## src/assert_macros.svh

```systemverilog
// assertion macros shared by the rtl
`ifndef ASSERT_MACROS_SVH
`define ASSERT_MACROS_SVH

// same-cycle implication, checked out of reset
`define ASSERT_IMPLY(label, clk, rst_n, a, b) \
    label: assert property (@(posedge clk) disable iff (!(rst_n)) (a) |-> (b)) \
        else $error("assertion failed: a implies b");

// next-cycle implication, checked out of reset
`define ASSERT_NEXT(label, clk, rst_n, a, b) \
    label: assert property (@(posedge clk) disable iff (!(rst_n)) (a) |=> (b)) \
        else $error("assertion failed: a implies b next cycle");

`endif

```

## src/hsa_pkg.sv

```systemverilog
// types and constants of the hsv saturation adjust pipeline
package hsa_pkg;

    localparam int DIV_BITS   = 8;
    localparam int REM_W      = 16;
    localparam int NUM_STAGES = 13;

    localparam logic [7:0]  HUE_HALF_TURN = 8'd180;
    localparam logic [12:0] BACK_SCALE    = 13'd7650;
    // ceil(2^36 / 7650), exact floor division for numerators below 2^21
    localparam logic [23:0] BACK_RECIP    = 24'd8982939;
    localparam int          RECIP_SHIFT   = 36;

    localparam logic CFG_OUTPUT_MODE = 1'b0;
    localparam logic CFG_SAT_GAIN    = 1'b1;

    localparam logic       MODE_HSV       = 1'b0;
    localparam logic [9:0] GAIN_RESET     = 10'd384;
    localparam logic       MODE_RESET     = 1'b1;

    typedef struct packed {
        logic [REM_W-1:0]    hrem;
        logic [7:0]          hdiv;
        logic [DIV_BITS-1:0] hq;
        logic [REM_W-1:0]    srem;
        logic [7:0]          sdiv;
        logic [DIV_BITS-1:0] sq;
        logic [7:0]          val;
        logic                neg;
        logic                grey;
    } t_div;

endpackage

```

## src/hsa_in_if.sv

```systemverilog
// request channel carrying one bgr pixel
interface hsa_in_if;
    logic       valid;
    logic       ready;
    logic [7:0] blue_in;
    logic [7:0] green_in;
    logic [7:0] red_in;

    modport source (output valid, output blue_in, output green_in, output red_in,
                    input ready);
    modport sink   (input valid, input blue_in, input green_in, input red_in,
                    output ready);
endinterface

```

## src/hsa_out_if.sv

```systemverilog
// request channel carrying one result triple
interface hsa_out_if;
    logic       valid;
    logic       ready;
    logic [7:0] out_a;
    logic [7:0] out_b;
    logic [7:0] out_c;

    modport source (output valid, output out_a, output out_b, output out_c,
                    input ready);
    modport sink   (input valid, input out_a, input out_b, input out_c,
                    output ready);
endinterface

```

## src/hsa_hsv_front.sv

```systemverilog
// max, min, delta and dividend setup for hue and saturation
module hsa_hsv_front (
    input  logic          i_clk,
    input  logic          i_en,
    input  logic [7:0]    i_blue,
    input  logic [7:0]    i_green,
    input  logic [7:0]    i_red,
    output hsa_pkg::t_div o_div
);
    logic [7:0]  mx, mn, d;
    logic [15:0] b16, g16, r16, d16;
    hsa_pkg::t_div n_div, r_div;

    always_comb begin
        b16 = {8'd0, i_blue};
        g16 = {8'd0, i_green};
        r16 = {8'd0, i_red};
        mx = i_red;
        if (i_green > mx) mx = i_green;
        if (i_blue > mx) mx = i_blue;
        mn = i_red;
        if (i_green < mn) mn = i_green;
        if (i_blue < mn) mn = i_blue;
        d   = mx - mn;
        d16 = {8'd0, d};

        n_div      = '0;
        n_div.hdiv = d;
        n_div.sdiv = mx;
        n_div.srem = 16'd255 * d16;
        n_div.val  = mx;
        n_div.grey = (d == 8'd0);
        n_div.neg  = 1'b0;
        priority if (i_red >= i_green && i_red >= i_blue) begin
            if (i_green >= i_blue) begin
                n_div.hrem = 16'd30 * (g16 - b16);
            end else begin
                n_div.hrem = 16'd30 * (b16 - g16) + d16 - 16'd1;
                n_div.neg  = 1'b1;
            end
        end else if (i_green >= i_blue) begin
            n_div.hrem = 16'd60 * d16 + 16'd30 * b16 - 16'd30 * r16;
        end else begin
            n_div.hrem = 16'd120 * d16 + 16'd30 * r16 - 16'd30 * g16;
        end
    end

    always_ff @(posedge i_clk) begin
        if (i_en) r_div <= n_div;
    end

    assign o_div = r_div;
endmodule

```

## src/hsa_div_step.sv

```systemverilog
// one restoring quotient bit for the hue and saturation divides
module hsa_div_step #(
    parameter int BIT = 7
) (
    input  logic          i_clk,
    input  logic          i_en,
    input  hsa_pkg::t_div i_div,
    output hsa_pkg::t_div o_div
);
    logic [hsa_pkg::REM_W-1:0] hsh, ssh;
    hsa_pkg::t_div n_div, r_div;

    always_comb begin
        hsh   = {8'd0, i_div.hdiv} << BIT;
        ssh   = {8'd0, i_div.sdiv} << BIT;
        n_div = i_div;
        if (i_div.hrem >= hsh) begin
            n_div.hrem    = i_div.hrem - hsh;
            n_div.hq[BIT] = 1'b1;
        end
        if (i_div.srem >= ssh) begin
            n_div.srem    = i_div.srem - ssh;
            n_div.sq[BIT] = 1'b1;
        end
    end

    always_ff @(posedge i_clk) begin
        if (i_en) r_div <= n_div;
    end

    assign o_div = r_div;
endmodule

```

## src/hsa_rgb_back.sv

```systemverilog
// hue fixup, gain rounding and sector conversion back to bgr, or hsv output by mode
module hsa_rgb_back (
    input  logic          i_clk,
    input  logic [3:0]    i_en,
    input  hsa_pkg::t_div i_div,
    input  logic          i_mode,
    input  logic [9:0]    i_gain,
    output logic [7:0]    o_a,
    output logic [7:0]    o_b,
    output logic [7:0]    o_c
);
    // stage one: finished hsv and gain product
    logic [7:0]  n1_h, n1_s, r1_h, r1_s, r1_v;
    logic [17:0] n1_prod, r1_prod;
    // stage two: rounded saturation and per-channel weights
    logic [9:0]  qr;
    logic [10:0] qs;
    logic [7:0]  sat, t;
    logic [4:0]  k, kr, kg, kb;
    logic [12:0] n2_wr, n2_wg, n2_wb, r2_wr, r2_wg, r2_wb;
    logic [7:0]  r2_h, r2_s, r2_v;
    // stage three: scaled numerators
    logic [20:0] n3_nr, n3_ng, n3_nb, r3_nr, r3_ng, r3_nb;
    logic [7:0]  r3_h, r3_s, r3_v;
    // stage four: reciprocal divide and mode select
    logic [44:0] pr, pg, pb;
    logic [7:0]  n4_a, n4_b, n4_c, r4_a, r4_b, r4_c;

    always_comb begin
        n1_h = i_div.neg ? hsa_pkg::HUE_HALF_TURN - i_div.hq : i_div.hq;
        n1_s = i_div.sq;
        if (i_div.grey) begin
            n1_h = 8'd0;
            n1_s = 8'd0;
        end
        n1_prod = {10'd0, n1_s} * {8'd0, i_gain};
    end

    always_comb begin
        qr = r1_prod[17:8];
        qs = {1'b0, qr};
        if (r1_prod[7:0] > 8'd128 || (r1_prod[7:0] == 8'd128 && qr[0])) begin
            qs = {1'b0, qr} + 11'd1;
        end
        sat = (qs > 11'd255) ? 8'd255 : qs[7:0];

        priority if (r1_h < 8'd60) t = r1_h;
        else if (r1_h < 8'd120) t = r1_h - 8'd60;
        else t = r1_h - 8'd120;
        k = (t < 8'd30) ? t[4:0] : 5'(8'd60 - t);

        priority if (r1_h < 8'd30) begin
            kr = 5'd30; kg = k; kb = 5'd0;
        end else if (r1_h < 8'd60) begin
            kr = k; kg = 5'd30; kb = 5'd0;
        end else if (r1_h < 8'd90) begin
            kr = 5'd0; kg = 5'd30; kb = k;
        end else if (r1_h < 8'd120) begin
            kr = 5'd0; kg = k; kb = 5'd30;
        end else if (r1_h < 8'd150) begin
            kr = k; kg = 5'd0; kb = 5'd30;
        end else begin
            kr = 5'd30; kg = 5'd0; kb = k;
        end
        n2_wr = {5'd0, sat} * {8'd0, 5'd30 - kr};
        n2_wg = {5'd0, sat} * {8'd0, 5'd30 - kg};
        n2_wb = {5'd0, sat} * {8'd0, 5'd30 - kb};
    end

    always_comb begin
        n3_nr = {13'd0, r2_v} * {8'd0, hsa_pkg::BACK_SCALE - r2_wr};
        n3_ng = {13'd0, r2_v} * {8'd0, hsa_pkg::BACK_SCALE - r2_wg};
        n3_nb = {13'd0, r2_v} * {8'd0, hsa_pkg::BACK_SCALE - r2_wb};
    end

    always_comb begin
        pr = {24'd0, r3_nr} * {21'd0, hsa_pkg::BACK_RECIP};
        pg = {24'd0, r3_ng} * {21'd0, hsa_pkg::BACK_RECIP};
        pb = {24'd0, r3_nb} * {21'd0, hsa_pkg::BACK_RECIP};
        if (i_mode == hsa_pkg::MODE_HSV) begin
            n4_a = r3_h;
            n4_b = r3_s;
            n4_c = r3_v;
        end else begin
            n4_a = pb[hsa_pkg::RECIP_SHIFT +: 8];
            n4_b = pg[hsa_pkg::RECIP_SHIFT +: 8];
            n4_c = pr[hsa_pkg::RECIP_SHIFT +: 8];
        end
    end

    always_ff @(posedge i_clk) begin
        if (i_en[0]) begin
            r1_h    <= n1_h;
            r1_s    <= n1_s;
            r1_v    <= i_div.val;
            r1_prod <= n1_prod;
        end
        if (i_en[1]) begin
            r2_h  <= r1_h;
            r2_s  <= r1_s;
            r2_v  <= r1_v;
            r2_wr <= n2_wr;
            r2_wg <= n2_wg;
            r2_wb <= n2_wb;
        end
        if (i_en[2]) begin
            r3_h  <= r2_h;
            r3_s  <= r2_s;
            r3_v  <= r2_v;
            r3_nr <= n3_nr;
            r3_ng <= n3_ng;
            r3_nb <= n3_nb;
        end
        if (i_en[3]) begin
            r4_a <= n4_a;
            r4_b <= n4_b;
            r4_c <= n4_c;
        end
    end

    assign o_a = r4_a;
    assign o_b = r4_b;
    assign o_c = r4_c;
endmodule

```

## src/hsv_saturation_adjust.sv

```systemverilog
// top level: bgr to hsv with saturation gain, thirteen-stage pipeline
// result valid comes from the last of the 13 register stages
// throughput: one pixel per cycle while the output is not stalled; the divides run one quotient bit per stage
// each stage holds its own valid bit, so bubbles fill while the output stalls
// reset (i_rst_n low, synchronous) empties the pipeline, sets mode 1, gain 384
module hsv_saturation_adjust (
    input  logic       i_clk,
    input  logic       i_rst_n,
    input  logic       i_cfg_we,
    input  logic       i_cfg_idx,
    input  logic [9:0] i_cfg_data,
    hsa_in_if.sink     i_pix,
    hsa_out_if.source  o_res
);
    `include "assert_macros.svh"

    localparam int NS = hsa_pkg::NUM_STAGES;

    // configuration registers
    logic       r_output_mode;
    logic [9:0] r_saturation_gain;

    always_ff @(posedge i_clk) begin
        if (!i_rst_n) begin
            r_output_mode     <= hsa_pkg::MODE_RESET;
            r_saturation_gain <= hsa_pkg::GAIN_RESET;
        end else if (i_cfg_we) begin
            unique case (i_cfg_idx)
                hsa_pkg::CFG_OUTPUT_MODE: r_output_mode     <= i_cfg_data[0];
                hsa_pkg::CFG_SAT_GAIN:    r_saturation_gain <= i_cfg_data;
                default:                  r_output_mode     <= r_output_mode;
            endcase
        end
    end

    // valid bit per stage; a stage loads when it is empty or its successor moves
    logic [NS-1:0] r_vld;
    logic [NS-1:0] en;

    always_comb begin
        en[NS-1] = !r_vld[NS-1] || o_res.ready;
        for (int i = NS - 2; i >= 0; i--) begin
            en[i] = !r_vld[i] || en[i+1];
        end
    end

    always_ff @(posedge i_clk) begin
        if (!i_rst_n) begin
            r_vld <= '0;
        end else begin
            if (en[0]) r_vld[0] <= i_pix.valid;
            for (int i = 1; i < NS; i++) begin
                if (en[i]) r_vld[i] <= r_vld[i-1];
            end
        end
    end

    assign i_pix.ready = en[0];

    // stage 0: extremes, delta and dividends
    hsa_pkg::t_div w_div [0:hsa_pkg::DIV_BITS];

    hsa_hsv_front u_front (
        .i_clk   (i_clk),
        .i_en    (en[0]),
        .i_blue  (i_pix.blue_in),
        .i_green (i_pix.green_in),
        .i_red   (i_pix.red_in),
        .o_div   (w_div[0])
    );

    // stages 1..8: hue and saturation quotients, msb first
    for (genvar gi = 0; gi < hsa_pkg::DIV_BITS; gi++) begin : g_div
        hsa_div_step #(
            .BIT (hsa_pkg::DIV_BITS - 1 - gi)
        ) u_step (
            .i_clk (i_clk),
            .i_en  (en[gi+1]),
            .i_div (w_div[gi]),
            .o_div (w_div[gi+1])
        );
    end

    // stages 9..12: gain, sectors, scaling, reciprocal divide, output register
    hsa_rgb_back u_back (
        .i_clk  (i_clk),
        .i_en   (en[NS-1:NS-4]),
        .i_div  (w_div[hsa_pkg::DIV_BITS]),
        .i_mode (r_output_mode),
        .i_gain (r_saturation_gain),
        .o_a    (o_res.out_a),
        .o_b    (o_res.out_b),
        .o_c    (o_res.out_c)
    );

    assign o_res.valid = r_vld[NS-1];

    // hue never leaves 0..179
    `ASSERT_IMPLY(a_hue_range, i_clk, i_rst_n,
        o_res.valid && r_output_mode == hsa_pkg::MODE_HSV, o_res.out_a < 8'd180)
    // black pixel has zero saturation
    `ASSERT_IMPLY(a_black_sat, i_clk, i_rst_n,
        o_res.valid && r_output_mode == hsa_pkg::MODE_HSV && o_res.out_c == 8'd0,
        o_res.out_b == 8'd0)
    // input only blocks when every stage is full
    `ASSERT_IMPLY(a_full_stall, i_clk, i_rst_n, !i_pix.ready, &r_vld)
    // an accepted request occupies the first stage
    `ASSERT_NEXT(a_enter, i_clk, i_rst_n, i_pix.valid && i_pix.ready, r_vld[0])
endmodule
```

## src/flat_wrapper.sv

```systemverilog
// flat-port wrapper written by rule: the top's interface ports become plain ports
module hsv_saturation_adjust_flat 
  (i_clk, i_rst_n, i_cfg_we, i_cfg_idx, i_cfg_data, i_pix_valid, i_pix_blue_in, i_pix_green_in, i_pix_red_in, i_pix_ready, o_res_valid, o_res_out_a, o_res_out_b, o_res_out_c, o_res_ready);
  hsa_in_if i_pix_i ();
  hsa_out_if o_res_i ();
  input  logic i_clk;
  input  logic i_rst_n;
  input  logic i_cfg_we;
  input  logic i_cfg_idx;
  input  logic [9:0] i_cfg_data;
  input wire logic [$bits(i_pix_i.valid)-1:0] i_pix_valid;
  input wire logic [$bits(i_pix_i.blue_in)-1:0] i_pix_blue_in;
  input wire logic [$bits(i_pix_i.green_in)-1:0] i_pix_green_in;
  input wire logic [$bits(i_pix_i.red_in)-1:0] i_pix_red_in;
  output wire logic [$bits(i_pix_i.ready)-1:0] i_pix_ready;
  output wire logic [$bits(o_res_i.valid)-1:0] o_res_valid;
  output wire logic [$bits(o_res_i.out_a)-1:0] o_res_out_a;
  output wire logic [$bits(o_res_i.out_b)-1:0] o_res_out_b;
  output wire logic [$bits(o_res_i.out_c)-1:0] o_res_out_c;
  input wire logic [$bits(o_res_i.ready)-1:0] o_res_ready;
  assign i_pix_i.valid = i_pix_valid;
  assign i_pix_i.blue_in = i_pix_blue_in;
  assign i_pix_i.green_in = i_pix_green_in;
  assign i_pix_i.red_in = i_pix_red_in;
  assign i_pix_ready = i_pix_i.ready;
  assign o_res_valid = o_res_i.valid;
  assign o_res_out_a = o_res_i.out_a;
  assign o_res_out_b = o_res_i.out_b;
  assign o_res_out_c = o_res_i.out_c;
  assign o_res_i.ready = o_res_ready;
  hsv_saturation_adjust u_core (.i_clk(i_clk), .i_rst_n(i_rst_n), .i_cfg_we(i_cfg_we), .i_cfg_idx(i_cfg_idx), .i_cfg_data(i_cfg_data), .i_pix(i_pix_i), .o_res(o_res_i));
endmodule
```

## config.mk

```make
export PLATFORM = sky130hd
export DESIGN_NAME = hsv_saturation_adjust_flat
export DESIGN_NICKNAME = d
export VERILOG_FILES = /design/src/hsa_pkg.sv /design/src/hsa_in_if.sv /design/src/hsa_out_if.sv /design/src/hsa_hsv_front.sv /design/src/hsa_div_step.sv /design/src/hsa_rgb_back.sv /design/src/hsv_saturation_adjust.sv /design/src/flat_wrapper.sv
export VERILOG_INCLUDE_DIRS = /design/src /design/src/src
export SDC_FILE = /design/constraint.sdc
export NUM_CORES = 2
export LEC_CHECK = 0
export BUFFER_PORTS_ARGS = -buffer_cell sky130_fd_sc_hd__buf_2
export CORE_MARGIN = 3
export CORE_UTILIZATION = 55
export DETAILED_ROUTE_END_ITERATION = 8
export PLACE_DENSITY = 0.74
export SLEW_MARGIN = 10
export SYNTH_ARGS = -nofsm -noshare
export SYNTH_HDL_FRONTEND = slang
export SYNTH_SLANG_ARGS = --single-unit
```

## constraint.sdc

```tcl
create_clock -name i_clk -period 13.11 [get_ports i_clk]
set_input_delay 3.2775 -clock i_clk [delete_from_list [all_inputs] [get_ports i_clk]]
set_output_delay 3.2775 -clock i_clk [all_outputs]
set_load 0.03 [all_outputs]
```

# [After elaboration in Yosys (flattened, before gate mapping)]
# Index checks and enable logic that the tools add are counted.
[classes] bitwise=1 n_eq_ne=1 mux=46 n_reduce_logical=32 add_sub_neg=34 n_mul=18 order_cmp=31
[ops] cell="$mux 16" count=17
[ops] cell="$mul 21x24->44 const B" count=3
[ops] cell="$mux 8" count=12
[ops] cell="$mux 5" count=15
[ops] cell="$mul 8x13->21" count=3
[ops] cell="$mul 4x8->12 const A" count=5
[ops] cell="$sub 16x13->16" count=3
[ops] cell="$mul 8x5->13" count=3
[ops] cell="$sub 13x13->13 const A" count=3
[ops] cell="$ge 16x10->1" count=2
[ops] cell="$ge 16x11->1" count=2
[ops] cell="$ge 16x12->1" count=2
[ops] cell="$ge 16x13->1" count=2
[ops] cell="$ge 16x14->1" count=2
[ops] cell="$ge 16x15->1" count=2
[ops] cell="$ge 16x8->1" count=2
[ops] cell="$ge 16x9->1" count=2
[ops] cell="$mul 4x16->15 const A" count=2
[ops] cell="$sub 16x10->16" count=2
[ops] cell="$sub 16x11->16" count=2
[ops] cell="$sub 16x12->16" count=2
[ops] cell="$sub 16x14->16" count=2
[ops] cell="$sub 16x15->16" count=2
[ops] cell="$sub 16x9->16" count=2
[ops] cell="other kinds (32)" count=69
[totals] reg_bits=722 out_inout_bits=26 inputBits=40

# [Longest topological paths before layout]
[logic_depth] word_depth=14 mapped_depth=45 depth_no_buf=44

# [By module]
# From an unflattened synthesis, not the netlist that was laid out.
[unflattened] cells_unflattened=8060 area_unflattened_um2=86093.8
[modules_own_cells] mod="hsa_rgb_back" n_inst=1 cells_per_inst=4610 area_each_um2=45052.0 seq_area_each_um2=6486.2
[modules_own_cells] mod="hsa_hsv_front" n_inst=1 cells_per_inst=1356 area_each_um2=12373.1 seq_area_each_um2=1471.4
[modules_own_cells] mod="hsa_div_step at u_core.g_div[7].u_step" n_inst=1 cells_per_inst=275 area_each_um2=3570.9 seq_area_each_um2=2222.1
[modules_own_cells] mod="hsa_div_step at u_core.g_div[5].u_step" n_inst=1 cells_per_inst=259 area_each_um2=3563.4 seq_area_each_um2=2222.1
[modules_own_cells] mod="hsa_div_step at u_core.g_div[6].u_step" n_inst=1 cells_per_inst=265 area_each_um2=3512.1 seq_area_each_um2=2222.1
[modules_own_cells] mod="hsa_div_step at u_core.g_div[4].u_step" n_inst=1 cells_per_inst=240 area_each_um2=3505.9 seq_area_each_um2=2222.1
[modules_own_cells] mod="hsa_div_step at u_core.g_div[3].u_step" n_inst=1 cells_per_inst=252 area_each_um2=3430.8 seq_area_each_um2=2222.1
[modules_own_cells] mod="hsa_div_step at u_core.g_div[1].u_step" n_inst=1 cells_per_inst=238 area_each_um2=3429.5 seq_area_each_um2=2222.1
[modules_own_cells] mod="hsa_div_step at u_core.g_div[2].u_step" n_inst=1 cells_per_inst=232 area_each_um2=3380.7 seq_area_each_um2=2222.1
[modules_own_cells] mod="hsa_div_step at u_core.g_div[0].u_step" n_inst=1 cells_per_inst=217 area_each_um2=3309.4 seq_area_each_um2=2222.1
[modules_own_cells] mod="hsv_saturation_adjust" n_inst=1 cells_per_inst=116 area_each_um2=965.9 seq_area_each_um2=480.5

# [Worst setup path after synthesis]
# No wires, ideal clock.
[synth_path] path_type="input -> register" start="input i_pix_green_in[1]" end="register u_core.u_front.r_div, in the netlist u_core.u_front.o_div[73] (data pin)" required_ns=12.952 path_stages=43 path_slack_ns=0.463 n_path_buf=1 arrival_ns=12.489 path_cell_list="inv_1 ha_1 nor2b_1 o21ai_0 a21boi_0 nor2_1 clkbuf_1 mux2i_1 ha_1 nand3_1 o21bai_1 a21oi_1 a211o_1 a21oi_1 a21oi_1 mux2_2 inv_1 ha_1 [... 7 more ...] xnor2_1 ha_1 inv_1 fa_1 inv_1 ha_1 or3_1 o21ai_0 nor2_1 xnor2_1 fa_1 ha_1 or3_1 o31ai_1 o21ai_0 xor2_1 or3_1 o211ai_1"
[synth_lines] item="start: declaration" line="flat_wrapper.sv:13" rtl="input wire logic [$bits(i_pix_i.green_in)-1:0] i_pix_green_in;"
[synth_lines] item="end signal: assignment" line="hsa_hsv_front.sv:49" rtl="if (i_en) r_div <= n_div;"
[synth_lines] item="end: declaration" line="hsa_hsv_front.sv:12" rtl="hsa_pkg::t_div n_div, r_div;"

==> results.md <==
* Post-DR vias/cell at 5.45
* Slowest cell on crit path: nor2_2
* EDFF count, synth at 690
* Post-route DRC at 0
* CP Class: in -> reg
* Routed metal-1 wire length at 68.4 mm
* Clock skew at 0.0407 ns
* DR WL met2 at 83.3 mm
* Max_cap viols at 0
* Synth warnings at 0
* Critical path data required time at 13.62 ns
* First-pass GRT wire length at 272 mm
* CTS root buf: clkbuf_16
* Max incr delay on CP at 0.53 ns
* TritonCTS clock tree: yes
* FP Rows at 136
* Period minus WS final at 12.27 ns
* Synth Register Bits at 714
* Met3 Wirelength at 5.60 mm
* Slew @ Worst Pin at 1.17 ns
* Die ar. at 145000 um2
* Period utilization at 93.6%
* Total gr overflow at 0
* Setup Viol. Count Final at 0
* Crit-path max FO at 12
* Dominant synthesized flop cell: edfxtp_1
* Synth Cell Area at 77200 um2
* Wire per inst at 17.4 um
* Number of port buffers at 65
* Post-route ant nets at 0
* Number of global-route vias before repair at 54600
* Post-layout util at 59.7%
* Largest family of logic cells by synthesized area: adder cells
* Via count at 51300
* Final Max Tran Viols at 0
* Post-CTS setup buffers at 0
* Detailed placement HPWL at 133 mm
* N_diodes at 0
* Layout area overhead at 7.04%
* CTS buffer count at 80
* Fraction of registers with async set/reset at 0%
* Register area at 21200 um2
* Xor/xnor share of the synthesized area at 4.36%
* Uppermost layer routed: met4
* Post-synthesis adder-cell area fraction at 40.9%
* Outcome: complete, no violations
* Max_slew headroom at 22.1%
* Tot GR Track Use at 22.9%
* Synth unique cells at 85
* Routed WL at 163 mm
* Seq/Total Area, Yosys at 27.5%
* Global placer's final weighted congestion at 0.941
* CTS Sinks at 714
* Hold Path Class: reg -> reg
* Worst endpoint data arrival time at 12.79 ns
* CTS clk-pin slew, worst paths at 0.06 ns
* Pin count of the biggest net entering global routing at 65
* Post-Synthesis Cells at 7389
* Filler cells at 11400
* Antenna violations before repair at 1
* Simple-Gate Fraction of Synth Area at 9.71%
* Average size of a mapped cell at 10.4 um2
* CTS max path bufs at 3
* 1st-iter DRT viols at 2734
* Mux contribution to synthesized area at 1.08%
* Commonest non-fill, non-tap cell in the layout: inv_1
* Syn nets at 9471
* Max Freq at 0.0815 GHz
* Initial Util at 55.8%
* Compound-Gate Fraction of Synth Area at 8.73%
* Multi-input logic area at 50100 um2
* H-tree depth at 3
* Die height at 381 um
* Share of cells above drive strength 1 at 4.48%
* Commonest non-fill, non-tap cells in the layout: inv_1, ha_1, fa_1, edfxtp_1, nand2_1
* Crit end category: register
* Die width at 381 um
* Drt pass-1 iters at 5
* Crit path launch type: input pin
* Core Region at 138000 um2
* RSZ-0062 raised after global routing: no
* Hold Vio Cnt, Final at 0
* Setup TNS at 0 ns
* Worst skew pair latency at 0.68 ns
* Final #Nets at 9560
* Boundary Pins at 66
through the flow:
stage / instance area (um2) / hold WS [ns] / std cells / worst slack [ns]
after floorplan: 77200 / 0.400 / 7389 / 0.463
after global placement: 79900 / 0.400 / 9259 / 0.122
after detailed placement: 79900 / 0.405 / 9259 / 0.0166
after CTS: 82600 / 0.407 / 9402 / 0.690
after global routing: 82600 / 0.417 / 9402 / 0.00353
final: 82600 / 0.413 / 9402 / 0.837
cells in the mapped netlist (137+ instances only):
cell | instances | area share, %
nand2_1 | 457 | 2.2
fa_1 | 803 | 21
o21ai_0 | 202 | 1.3
xor2_1 | 145 | 1.6
ha_1 | 1239 | 20
edfxtp_1 | 690 | 27
xnor2_1 | 239 | 2.7
nor2_1 | 339 | 1.6
a21o_1 | 137 | 1.3
inv_1 | 1470 | 7.1
a21oi_1 | 358 | 2.3
and2_1 | 187 | 1.5
per-layer routing:
layer / global-route usage (%) / vias to the layer above
met4: 7.92 / 0
li1: - / 24800
met5: 0 / -
met3: 2.53 / 308
met1: 28.4 / 25200
met2: 41.5 / 951
kinds of logic after synthesis:
group,Yosys count
compound gates,1063
mux,76
simple gates,1522
fa+ha+maj,2042
xor+xnor,384
flops,714
buf+inv,1588
area by class of cell:
cell class	count	area share, %
Multi-Input combinational cell	5087	60.6
Sequential cell	714	25.7
Inverter	1474	6.70
Tap cell	1863	2.82
Clock buffer	94	2.49
Timing Repair Buffer	121	0.903
Clock inverter	49	0.830
critical path: cells and delay by family:
| kind | cells | cell delay, ns |
|---|---|---|
| compound gates | 14 | 2.36 |
| xor+xnor | 4 | 0.94 |
| fa+ha+maj | 8 | 2.71 |
| buf+inv | 6 | 1.00 |
| mux | 1 | 0.37 |
| simple gates | 8 | 2.12 |
what timing repair did:
item	CTS	global route
gates resized for setup	0	1
hold buffers	0	0
endpoints found under the setup margin	0	5
final timing paths:
path	startpoint	to	slack, ns	depth (start not counted)
max	i_pix_green_in[6]	u_core.u_front.o_div[73]	0.84	41
min	u_core.g_div[3].u_step.o_div[0]	u_core.g_div[4].u_step.o_div[0]	0.41	0
max reg2reg	u_core.u_back.r3_nb[4]	u_core.u_back.o_a[5]	5.76	21
min reg2reg	u_core.g_div[3].u_step.o_div[0]	u_core.g_div[4].u_step.o_div[0]	0.41	0
state kept, by name, summed over array words and instances, names as in the netlist, 10 cells and up:
name and cells:
u_core.g_div.u_step.o_div 425, u_core.r_saturation_gain 10, u_core.r_vld 13, u_core.u_back.r1_prod 18, u_core.u_back.r2_wb 13, u_core.u_back.r2_wg 13
u_core.u_back.r2_wr 13, u_core.u_back.r3_nb 21, u_core.u_back.r3_ng 21, u_core.u_back.r3_nr 21, u_core.u_front.o_div 49
Power is left out: the tool's default activity adds up to more than one toggle a clock period on the data nets, which glitch-free logic cannot reach.
